$ cat config.mk
export PLATFORM = sky130hd
export DESIGN_NAME = rfd_front
export DESIGN_NICKNAME = d
export VERILOG_FILES = /design/src/rtl/rfd_pkg.sv /design/src/rtl/rfd_front.sv
export SDC_FILE = /design/constraint.sdc
export NUM_CORES = 1
export LEC_CHECK = 0
export CORE_ASPECT_RATIO = 0.7
export CORE_UTILIZATION = 55
export CTS_CLUSTER_SIZE = 10
export DETAILED_ROUTE_END_ITERATION = 8
export DONT_BUFFER_PORTS = 1
export PLACE_DENSITY = 0.67
export SETUP_SLACK_MARGIN = 0.02
export SLEW_MARGIN = 25
export SYNTH_ARGS = -nofsm -noshare
export SYNTH_HDL_FRONTEND = slang
export SYNTH_SLANG_ARGS = --single-unit
$ cat constraint.sdc
create_clock -name clk_i -period 2.78 [get_ports clk_i]
set_clock_uncertainty 0.1 [all_clocks]
set_input_delay 0.278 -clock clk_i [delete_from_list [all_inputs] [get_ports clk_i]]
set_output_delay 0.278 -clock clk_i [all_outputs]
set_load 0.02 [all_outputs]
$ cat src/rtl/rfd_pkg.sv
`timescale 1ns / 1ps
// ----------------------------------------------------------------------------
// rfd_pkg
// Shared types, sizes and codes of the run-length frame decoder.
// ----------------------------------------------------------------------------
package rfd_pkg;

  // Frame memory geometry
  localparam int FrameCapacity = 1024;
  localparam int MemAddrW      = $clog2(FrameCapacity);
  localparam int SizeW         = $clog2(FrameCapacity + 1);

  // Command queue between front and back
  localparam int QueueDepth = 2;
  localparam int QueuePtrW  = $clog2(QueueDepth);

  // Configuration port
  localparam int CfgIdxW  = 1;
  localparam int CfgDataW = 11;
  localparam logic [CfgIdxW-1:0]  RegFrameSize = 1'd0;
  localparam logic [CfgIdxW-1:0]  RegXorMode   = 1'd1;
  localparam logic [CfgDataW-1:0] FrameSizeReset = 11'd1024;

  // Command codes
  localparam logic [2:0] FuncStartClear = 3'd0;
  localparam logic [2:0] FuncStartKeep  = 3'd1;
  localparam logic [2:0] FuncRun        = 3'd2;
  localparam logic [2:0] FuncEnd        = 3'd3;
  localparam logic [2:0] FuncRead       = 3'd4;

  // Status codes
  localparam logic [2:0] StatusOk       = 3'd0;
  localparam logic [2:0] StatusRejected = 3'd1;
  localparam logic [2:0] StatusIgnored  = 3'd2;
  localparam logic [2:0] StatusComplete = 3'd3;
  localparam logic [2:0] StatusFailed   = 3'd4;

  typedef enum logic [2:0] {
    OP_CLEAR,
    OP_KEEP,
    OP_RUN,
    OP_END,
    OP_READ,
    OP_NONE
  } op_e;

  typedef struct packed {
    logic [2:0]  func;
    logic [7:0]  count;
    logic [7:0]  value;
    logic [9:0]  address;
  } in_item_t;

  typedef struct packed {
    logic [2:0]  status;
    logic [7:0]  read_data;
    logic [10:0] fill_level;
  } res_item_t;

  typedef struct packed {
    op_e         op;
    logic [7:0]  count;
    logic [7:0]  value;
    logic [9:0]  address;
  } cmd_t;

  typedef struct packed {
    logic valid;
    cmd_t cmd;
  } q_head_t;

  typedef struct packed {
    logic [SizeW-1:0] size;
    logic             xor_en;
  } cfg_t;

endpackage

$ cat src/rtl/rfd_front.sv
`timescale 1ns / 1ps
// ----------------------------------------------------------------------------
// rfd_front
// Accepts commands, classifies the function code and queues the item.
// ----------------------------------------------------------------------------
module rfd_front (
  input  logic               clk_i,
  input  logic               rst_ni,
  input  logic               start_i,
  input  rfd_pkg::in_item_t  in_i,
  output logic               busy_o,
  output rfd_pkg::q_head_t   head_o,
  input  logic               pop_i
);

  rfd_pkg::cmd_t                q_mem_q [rfd_pkg::QueueDepth];
  logic [rfd_pkg::QueuePtrW-1:0] wr_ptr_q, rd_ptr_q;
  logic [rfd_pkg::QueuePtrW:0]   fill_q;
  rfd_pkg::cmd_t                cmd;
  logic                         full, push, pop;

  // Classify the function code
  always_comb begin
    cmd.count   = in_i.count;
    cmd.value   = in_i.value;
    cmd.address = in_i.address;
    case (in_i.func)
      rfd_pkg::FuncStartClear: cmd.op = rfd_pkg::OP_CLEAR;
      rfd_pkg::FuncStartKeep:  cmd.op = rfd_pkg::OP_KEEP;
      rfd_pkg::FuncRun:        cmd.op = rfd_pkg::OP_RUN;
      rfd_pkg::FuncEnd:        cmd.op = rfd_pkg::OP_END;
      rfd_pkg::FuncRead:       cmd.op = rfd_pkg::OP_READ;
      default:                 cmd.op = rfd_pkg::OP_NONE;
    endcase
  end

  assign full   = (fill_q == (rfd_pkg::QueuePtrW + 1)'(rfd_pkg::QueueDepth));
  assign busy_o = full;
  assign push   = start_i && !full;
  assign pop    = pop_i && head_o.valid;

  assign head_o.valid = (fill_q != '0);
  assign head_o.cmd   = q_mem_q[rd_ptr_q];

  // Store pushed items
  always_ff @(posedge clk_i) begin
    if (push) begin
      q_mem_q[wr_ptr_q] <= cmd;
    end
  end

  // Advance pointers and fill count
  always_ff @(posedge clk_i or negedge rst_ni) begin
    if (!rst_ni) begin
      wr_ptr_q <= '0;
      rd_ptr_q <= '0;
      fill_q   <= '0;
    end else begin
      if (push) begin
        wr_ptr_q <= wr_ptr_q + 1'b1;
      end
      if (pop) begin
        rd_ptr_q <= rd_ptr_q + 1'b1;
      end
      if (push && !pop) begin
        fill_q <= fill_q + 1'b1;
      end else if (pop && !push) begin
        fill_q <= fill_q - 1'b1;
      end
    end
  end

endmodule

After elaboration in Yosys (flattened, before gate mapping)
Memories as Yosys holds them, arrays and structs flattened.
Index checks and enable logic that the tools add are counted.
{"block": "totals", "ff_bits": 4, "ramBits": 58, "input_bits": 33, "output_inout_bits": 31, "word_cells": 28, "memories": 1}
{"name": "q_mem_q", "depth": 2, "word_bits": 29, "read_ports": 1, "rd_clocked_by_memory_dff": 0, "write_ports": 1, "line": "rfd_front.sv:16", "source": "rfd_pkg::cmd_t q_mem_q [rfd_pkg::QueueDepth];"}
{"block": "classes", "n_addsub": 4, "eq_ne": 5, "n_mux": 5, "reduce_logical": 10}
{"cell": "case mux 3 bit (5 select lines)", "count": 1}
{"cell": "equality test 3 x 2 -> 1 bit, second input constant", "count": 2}
{"cell": "logical AND 1 bit", "count": 4}
{"cell": "two-way mux 2 bit", "count": 2}
{"cell": "nonzero test 2 bit", "count": 2}
{"cell": "equality test 3 x 1 -> 1 bit, second input constant", "count": 1}
{"cell": "equality test 3 bit, second input constant", "count": 1}
{"cell": "logical NOT 1 bit", "count": 3}
{"cell": "logical NOT 3 bit", "count": 1}
{"cell": "adder 1 bit, second input constant", "count": 2}
{"cell": "adder 2 x 1 -> 2 bit, second input constant", "count": 1}
{"cell": "equality test 2 bit, second input constant", "count": 1}
{"cell": "two-way mux 1 bit", "count": 2}
{"cell": "subtractor 2 x 1 -> 2 bit, second input constant", "count": 1}

Logic depth before layout (Yosys ltp)
Gate-level depths: netlist (run 1).
{"block": "depth", "word_depth": 7, "ltp_mapped": 7, "depth_no_buf": 7}

Worst setup path after synthesis (run 1)
No wires, ideal clock.
{"block": "synth_timing", "path_kind": "reg2reg", "from": "reg fill_q[0] (netlist name)", "to": "mem q_mem_q[0][0] (netlist name) (enable)", "setup_ns": 0.415, "arrival_time_ns": 1.862, "required_time_ns": 2.265, "setup_slack_ns": 0.403, "stages_incl_launch_ff": 4, "path_buffers": 0, "synth_period_minus_slack_ns": 2.377, "cell_sequence": "dfrtp_1 -> nand2b_1 -> nand2_1 -> nor2_1"}
{"block": "synth_via", "elab_chain_len": 5}
{"element": "from (decl)", "line": "rfd_front.sv:18", "source": "logic [rfd_pkg::QueuePtrW:0] fill_q;"}
{"element": "from (signal assigned)", "line": "rfd_front.sv:66", "source": "fill_q <= fill_q + 1'b1;"}
{"element": "from (signal assigned)", "line": "rfd_front.sv:68", "source": "fill_q <= fill_q - 1'b1;"}
{"element": "equality test 2 bit", "line": "rfd_front.sv:37", "source": "assign full = (fill_q == (rfd_pkg::QueuePtrW + 1)'(rfd_pkg::QueueDepth));"}
{"element": "logical NOT 1 bit", "line": "rfd_front.sv:39", "source": "assign push = start_i && !full;"}
{"element": "logical AND 1 bit", "line": "rfd_front.sv:39"}
{"element": "two-way mux 1 bit", "line": "rfd_front.sv:47", "source": "if (push) begin"}
{"element": "two-way mux 1 bit (not written as such)", "line": "rfd_front.sv:48", "source": "q_mem_q[wr_ptr_q] <= cmd;"}
{"element": "to (decl)", "line": "rfd_front.sv:16"}
No other way between the ends.

==> results.sh, run 1 <==
export IMPL_cts_made_buffers=9
export IMPL_tightest_slew_ps=398.3
export IMPL_synth_yosys_seq_area_share_pct=79.14
export IMPL_total_leakage_power_nw=1.016
export IMPL_vias_per_cell=5.359
export IMPL_postRouteAntennaNets=0
export IMPL_num_nets_final=186
export IMPL_core_area_sq_mm=0.003994
export IMPL_max_freq_ghz=0.5463
export IMPL_synthesized_area_sq_mm=0.002327
export IMPL_worstReg2RegEnd="fill_q[1]"
export IMPL_synthToLayoutAreaGrowth_pct=23.87
export IMPL_port_buffers=0
export IMPL_switchingPower_w=0.0009817
export IMPL_p_per_area_mw_per_mm2=1074
export IMPL_remaining_drc_errors=0
export IMPL_die_h_um=56.43
export IMPL_grt_pass1_vias=1164
export IMPL_outcome="finished clean"
export IMPL_hp_class="in -> reg"
export IMPL_critical_path_destination="head_o[19]"
export IMPL_ctsHtreeMaxLevel=3
export IMPL_cp_start_kind="register"
export IMPL_timing_critical_path_cells="buf_4, mux2_2"
export IMPL_ff2ff_setup_slack_ps=1150
export IMPL_initial_utilization_pct=58.27
export IMPL_wire_length_of_the_first_global_routing_pass_mm=5.823
export IMPL_crit_arrival_ps=1450
export IMPL_synth_ff_latch_count=62
export IMPL_crit_reg2reg_launch="fill_q[0]"
export IMPL_final_max_slew_violation_count=0
export IMPL_rr_worst_depth=7
export IMPL_synth_area_leaders="edfxtp_1 75%, mux2_2 14%, dfrtp_1 4.3%"
export IMPL_clock_tree_from_tritoncts="built"
export IMPL_pwr_share_seq_pct=43.6
export IMPL_setup_violators_final=0
export IMPL_syn_num_nets=146
export IMPL_drt_iter0_drc=45
export IMPL_synth_top_cell_area_share_pct=74.84
export IMPL_grt_ovfl_total=0
export IMPL_cp_startpoint="rd_ptr_q"
export IMPL_chipWidth_um=79.75
export IMPL_i_o_pins=64
export IMPL_total_wirelength_of_the_detailed_routed_design_mm=3.699
export IMPL_dominantRegCellSynth="edfxtp_1"
export IMPL_power_ir_vdd_worst_v=0.0008011
export IMPL_worstSetupPathType="reg -> out"
export IMPL_count_of_unique_library_cells_instantiated_by_yosys=17
export IMPL_switching_share_pct=31.71
export IMPL_synthDominantAreaCellType="edfxtp_1"
export IMPL_combinational_fraction_of_design_power_pct=30.3
export IMPL_slowest_stage="mux2_2"
export IMPL_critPathMaxFanout=30
export IMPL_timing_slew_headroom_pct=73.44
export IMPL_route_detailed_wl_per_inst_um=17.70
export IMPL_finalCritPeriodShare_pct=65.85
export IMPL_finalWorstPathRequiredPeriod_ps=1831
export IMPL_antenna_diode_count=0
export IMPL_fin_util_pct=72.18
export IMPL_finalHoldViolCount=0
export IMPL_report_power_total_w=0.003096
export IMPL_post_route_cells_drive_above_1_share_pct=31.21
export IMPL_post_synth_edffs=58
export IMPL_source_to_sink_clock_delay_at_the_later_pin_of_the_worst_skew_pair_ps=320
export IMPL_gp_congestion=0.6348
export IMPL_tritoncts_sinks=62
export IMPL_crit_path_max_incr_delay_ps=450
export IMPL_worst_ep_required_time_ps=2400
export IMPL_die_footprint_sq_mm=0.004500
export IMPL_maxCapViolations=0
export IMPL_netlist_top_cells_count="58 x edfxtp_1, 29 x mux2_2, 4 x dfrtp_1, 3 x buf_6, 3 x xnor2_1"
export IMPL_type_of_destination_of_the_critical_path="output port"
export IMPL_rsz0062_at_grt="false"
export IMPL_cts_path_max_buffers=2
export IMPL_proportion_of_synthesized_flip_flops_having_asynchronous_set_or_reset_pct=6.452
export IMPL_synth_avg_cell_area_sq_um=20.78
export IMPL_post_synth_top_count_cell="edfxtp_1"
export IMPL_grt_max_degree=31
export IMPL_clk_pin_slew_worst_paths_ps=60
export IMPL_summed_negative_setup_slack_over_all_endpoints_ps=0
export IMPL_worst_hold_margin_ps=50.06
export IMPL_internal_power_w=0.002114
export IMPL_synth_yosys_warnings=0
export IMPL_dpl_hpwl_mm=2.129
export IMPL_number_of_core_rows=19
export IMPL_root_buffer="clkbuf_8"
export IMPL_power_share_clock_pct=26.1
export IMPL_number_of_antenna_violations_at_the_first_check_in_global_routing=0
export IMPL_grt_util_all_layers_pct=18.86
export IMPL_synthesis_instances=112
export IMPL_vias=1120
export IMPL_drtPass1Iterations=4
cells by family (layout without fill, tap and decap cells):
group	count (synthesis)	count (layout)	synth area share (%)
flops	62	62	79.14
mux	29	29	14.03
compound gates	1	1	0.3227
fa+ha+maj	1	1	0.5375
simple gates	8	8	2.151
buf+inv	6	51	1.935
xor+xnor	5	5	1.882
stage by stage:
stage                     setup WS (ps)  cell area, sq um  instances
after floorplan                   403.5              2327        112
after global placement             1273              2387        164
after detailed placement           1153              2387        164
after CTS                         914.2              2883        209
after global routing              851.2              2883        209
final                             949.4              2883        209
cells in the final DEF, fill, tap and decap left out:
master         instances
a21o_1                 1
and3_1                 1
buf_4                  4
bufinv_16              2
clkbuf_1               2
clkbuf_8               9
clkinv_1               1
clkinv_2               2
dfrtp_1                4
dlygate4sd3_1         29
edfxtp_1              58
ha_1                   1
inv_1                  2
mux2_2                29
nand2_1                1
nand2_4                1
nand2b_1               1
nor2_1                 1
nor2_2                 1
nor2b_1                1
or2_4                  1
xnor2_1                3
xor2_1                 2
layer usage:
layer	track usage [%]	vias up	share of wire [%]
li1	-	507	-
met1	20.50	549	37
met2	31.26	57	52
met3	10.57	7	10
met4	6.122	0	0.78
met5	0	-	0
sequential cells by signal, summed over array words and instances, names as in the netlist:
register  count
rd_ptr_q      1
wr_ptr_q      1
fill_q        2
q_mem_q      58
worst min-delay path by stage:
stage	startpoint	end	slack, ps	cells past startpoint
floorplan	rst_ni	fill_q[0]	-120	0
global placement	rst_ni	fill_q[0]	-120	0
detailed placement	rst_ni	fill_q[0]	-120	0
CTS	in_i[26]	q_mem_q[1][26]	30	1
global route	in_i[26]	q_mem_q[1][26]	30	1
finish	in_i[26]	q_mem_q[1][26]	50	1
area by class of cell:
type                    instances  area (sq um)
inverters                       2         7.507
repair buffers                 33         320.3
clock buffers                  11         131.4
clock inverters                 5         73.82
fillers                       247          1111
flip-flops and latches         62          1842
well taps                      52         65.06
multi-input cells              44         442.9
timing repair:
| action | CTS | global route |
|---|---|---|
| buffers inserted | 0 | 0 |
| gates resized for setup | 0 | 0 |
| hold buffers | 29 | 0 |
| endpoints found under the hold margin | 59 | 0 |
worst max-delay path, delay by kind of cell (launching register included):
family	cells	cell delay [ps]
flops	1	320
buf+inv	1	350
mux	1	450
power groups by stage:
stage               sequential, W  clock (W)  combinational [W]
floorplan                 0.00136          0           0.000801
global placement          0.00135          0           0.000893
detailed placement        0.00137          0           0.000906
CTS                       0.00135   0.000828           0.000948
global route              0.00137   0.000868            0.00100
finish                    0.00135   0.000807           0.000938
Note: power is estimated with default switching activity, not from simulation.
==> run 2, diff against run 1 <==
==> constraint.sdc (replaced) <==
create_clock -name clk_i -period 1.9 [get_ports clk_i]
set_clock_uncertainty 0.1 [all_clocks]
set_input_delay 0.19 -clock clk_i [delete_from_list [all_inputs] [get_ports clk_i]]
set_output_delay 0.19 -clock clk_i [all_outputs]
set_load 0.02 [all_outputs]
==> run 2 against run 1 <==
Against the previous run: combinational power is 50% higher; sequential share of layout area increased by 0.083 points; register-to-register slack got worse by 900 ps.
==> results.sh, run 2 (synthesized netlist as in run 1, its figures left out) <==
export IMPL_initial_utilization_pct=58.27
export IMPL_drt_iter0_drc=46
export IMPL_rr_worst_depth=6
export IMPL_i_o_pins=64
export IMPL_max_freq_ghz=0.6043
export IMPL_final_cell_count_no_fill=212
export IMPL_cp_start_kind="register"
export IMPL_core_area_sq_mm=0.003994
export IMPL_vias_per_cell=5.184
export IMPL_die_footprint_sq_mm=0.004500
export IMPL_outcome="finished clean"
export IMPL_largest_reg_flops=58
export IMPL_worstSetupPathType="reg -> reg"
export IMPL_final_max_slew_violation_count=0
export IMPL_type_of_destination_of_the_critical_path="register"
export IMPL_post_route_cells_drive_above_1_share_pct=30.63
export IMPL_num_nets_final=189
export IMPL_vias=1099
export IMPL_number_of_antenna_violations_at_the_first_check_in_global_routing=0
export IMPL_instance_count_along_the_most_critical_hold_path=2
export IMPL_gp_congestion=0.6617
export IMPL_die_h_um=56.43
export IMPL_multi_input_comb_area_sq_um=447.9
export IMPL_source_to_sink_clock_delay_at_the_later_pin_of_the_worst_skew_pair_ps=330
export IMPL_grt_ovfl_total=0
export IMPL_remaining_drc_errors=0
export IMPL_cts_path_max_buffers=2
export IMPL_p_per_area_mw_per_mm2=1497
export IMPL_tritoncts_sinks=62
export IMPL_route_detailed_wl_per_inst_um=17.91
export IMPL_total_wirelength_of_the_detailed_routed_design_mm=3.797
export IMPL_dp_cells=165
export IMPL_clk_pin_slew_worst_paths_ps=60
export IMPL_critPathMaxFanout=4
export IMPL_finalCritPeriodShare_pct=87.09
export IMPL_power_ir_vdd_worst_v=0.0009518
export IMPL_total_leakage_power_nw=1.007
export IMPL_post_cts_resized=0
export IMPL_clock_tree_from_tritoncts="built"
export IMPL_port_buffers=0
export IMPL_finalHoldViolCount=0
export IMPL_reg_largest_list="q_mem_q x58, fill_q x2"
export IMPL_wire_length_of_the_first_global_routing_pass_mm=5.727
export IMPL_fin_util_pct=72.09
export IMPL_layout_commonest_cell="edfxtp_1"
export IMPL_grt_pass1_vias=1188
export IMPL_dpl_hpwl_mm=2.239
export IMPL_most_common_layout_cells="58 x edfxtp_1, 31 x dlygate4sd3_1, 29 x mux2_2"
export IMPL_tightest_slew_ps=213.3
export IMPL_grt_util_all_layers_pct=19.03
export IMPL_top_reg_by_flops="q_mem_q"
export IMPL_rsz0062_at_grt="false"
export IMPL_drtPass1Iterations=4
export IMPL_antenna_diode_count=0
export IMPL_maxCapViolations=0
export IMPL_layout_filler_cells=245
export IMPL_postRouteAntennaNets=0
export IMPL_summed_negative_setup_slack_over_all_endpoints_ps=0
export IMPL_ctsHtreeMaxLevel=3
export IMPL_root_buffer="clkbuf_8"
export IMPL_worst_hold_margin_ps=32.98
export IMPL_cts_made_buffers=9
export IMPL_hp_class="in -> reg"
export IMPL_timing_slew_headroom_pct=85.73
export IMPL_seqCellArea_sq_mm=0.001842
export IMPL_crit_arrival_ps=1810
export IMPL_worst_ep_required_time_ps=2060
export IMPL_number_of_core_rows=19
export IMPL_chipWidth_um=79.75
export IMPL_grt_max_degree=30
export IMPL_setup_violators_final=0
export IMPL_finalWorstPathRequiredPeriod_ps=1655
export IMPL_synthToLayoutAreaGrowth_pct=23.71
[run 2: path summary, 6_finish.rpt]
path,from,to,slack [ps]
min in group asynchronous,rst_ni,rd_ptr_q,40
worst min-delay path,start_i,wr_ptr_q,30
max in group asynchronous,rst_ni,wr_ptr_q,1480
worst max-delay path,fill_q[0],fill_q[1],250
worst min register to register,fill_q[1],fill_q[1],420
worst max register to register,fill_q[0],fill_q[1],250
[run 2: layer usage]
metal | share of wire [%] | vias to the layer above | GRT usage [%]
met3 | 9.0 | 10 | 11.71
met1 | 37 | 534 | 19.45
met4 | 1.8 | 0 | 8.418
met2 | 52 | 43 | 31.01
met5 | 0 | - | 0
li1 | - | 512 | -
[run 2: area by class of cell]
cell class / count / area share [%]
clock inverters: 6 / 0.9996
inverters: 2 / 0.2608
multi-input cells: 44 / 15.56
well taps: 52 / 2.260
clock buffers: 10 / 4.433
flip-flops and latches: 62 / 63.97
repair buffers: 36 / 12.52
[run 2: metrics by stage]
step | power [W] | area, sq um | setup WS (ps)
2_1_floorplan | 0.003166 | 2335 | 105.2
3_3_place_gp | 0.003329 | 2412 | 346.1
3_5_place_dp | 0.003374 | 2412 | 252.6
4_1_cts | 0.004362 | 2879 | 213.2
5_1_grt | 0.004511 | 2879 | 117.9
6_report | 0.004310 | 2879 | 245.3
[run 2: worst max-delay path, stage by stage (launching register included)]
cell	delay [ps]
dfrtp_1	420
nand2b_1	190
nand2_1	180
inv_1	70
ha_1	320
nor2_1	140
xor2_1	160
[run 2: what timing repair did]
action / 4_1_cts / 5_1_grt
endpoints found under the hold margin: 63 / 0
buffers inserted: 0 / 0
hold buffers: 31 / 0
[run 2: report_power, final]
part | leakage, nW | switching (W) | internal (W)
Combinational | 0.343 | 0.000887 | 0.000525
Clock | 0.0786 | 0.000461 | 0.000454
Sequential | 0.585 | 0.000107 | 0.00188
Total | 1.01 | 0.00146 | 0.00285
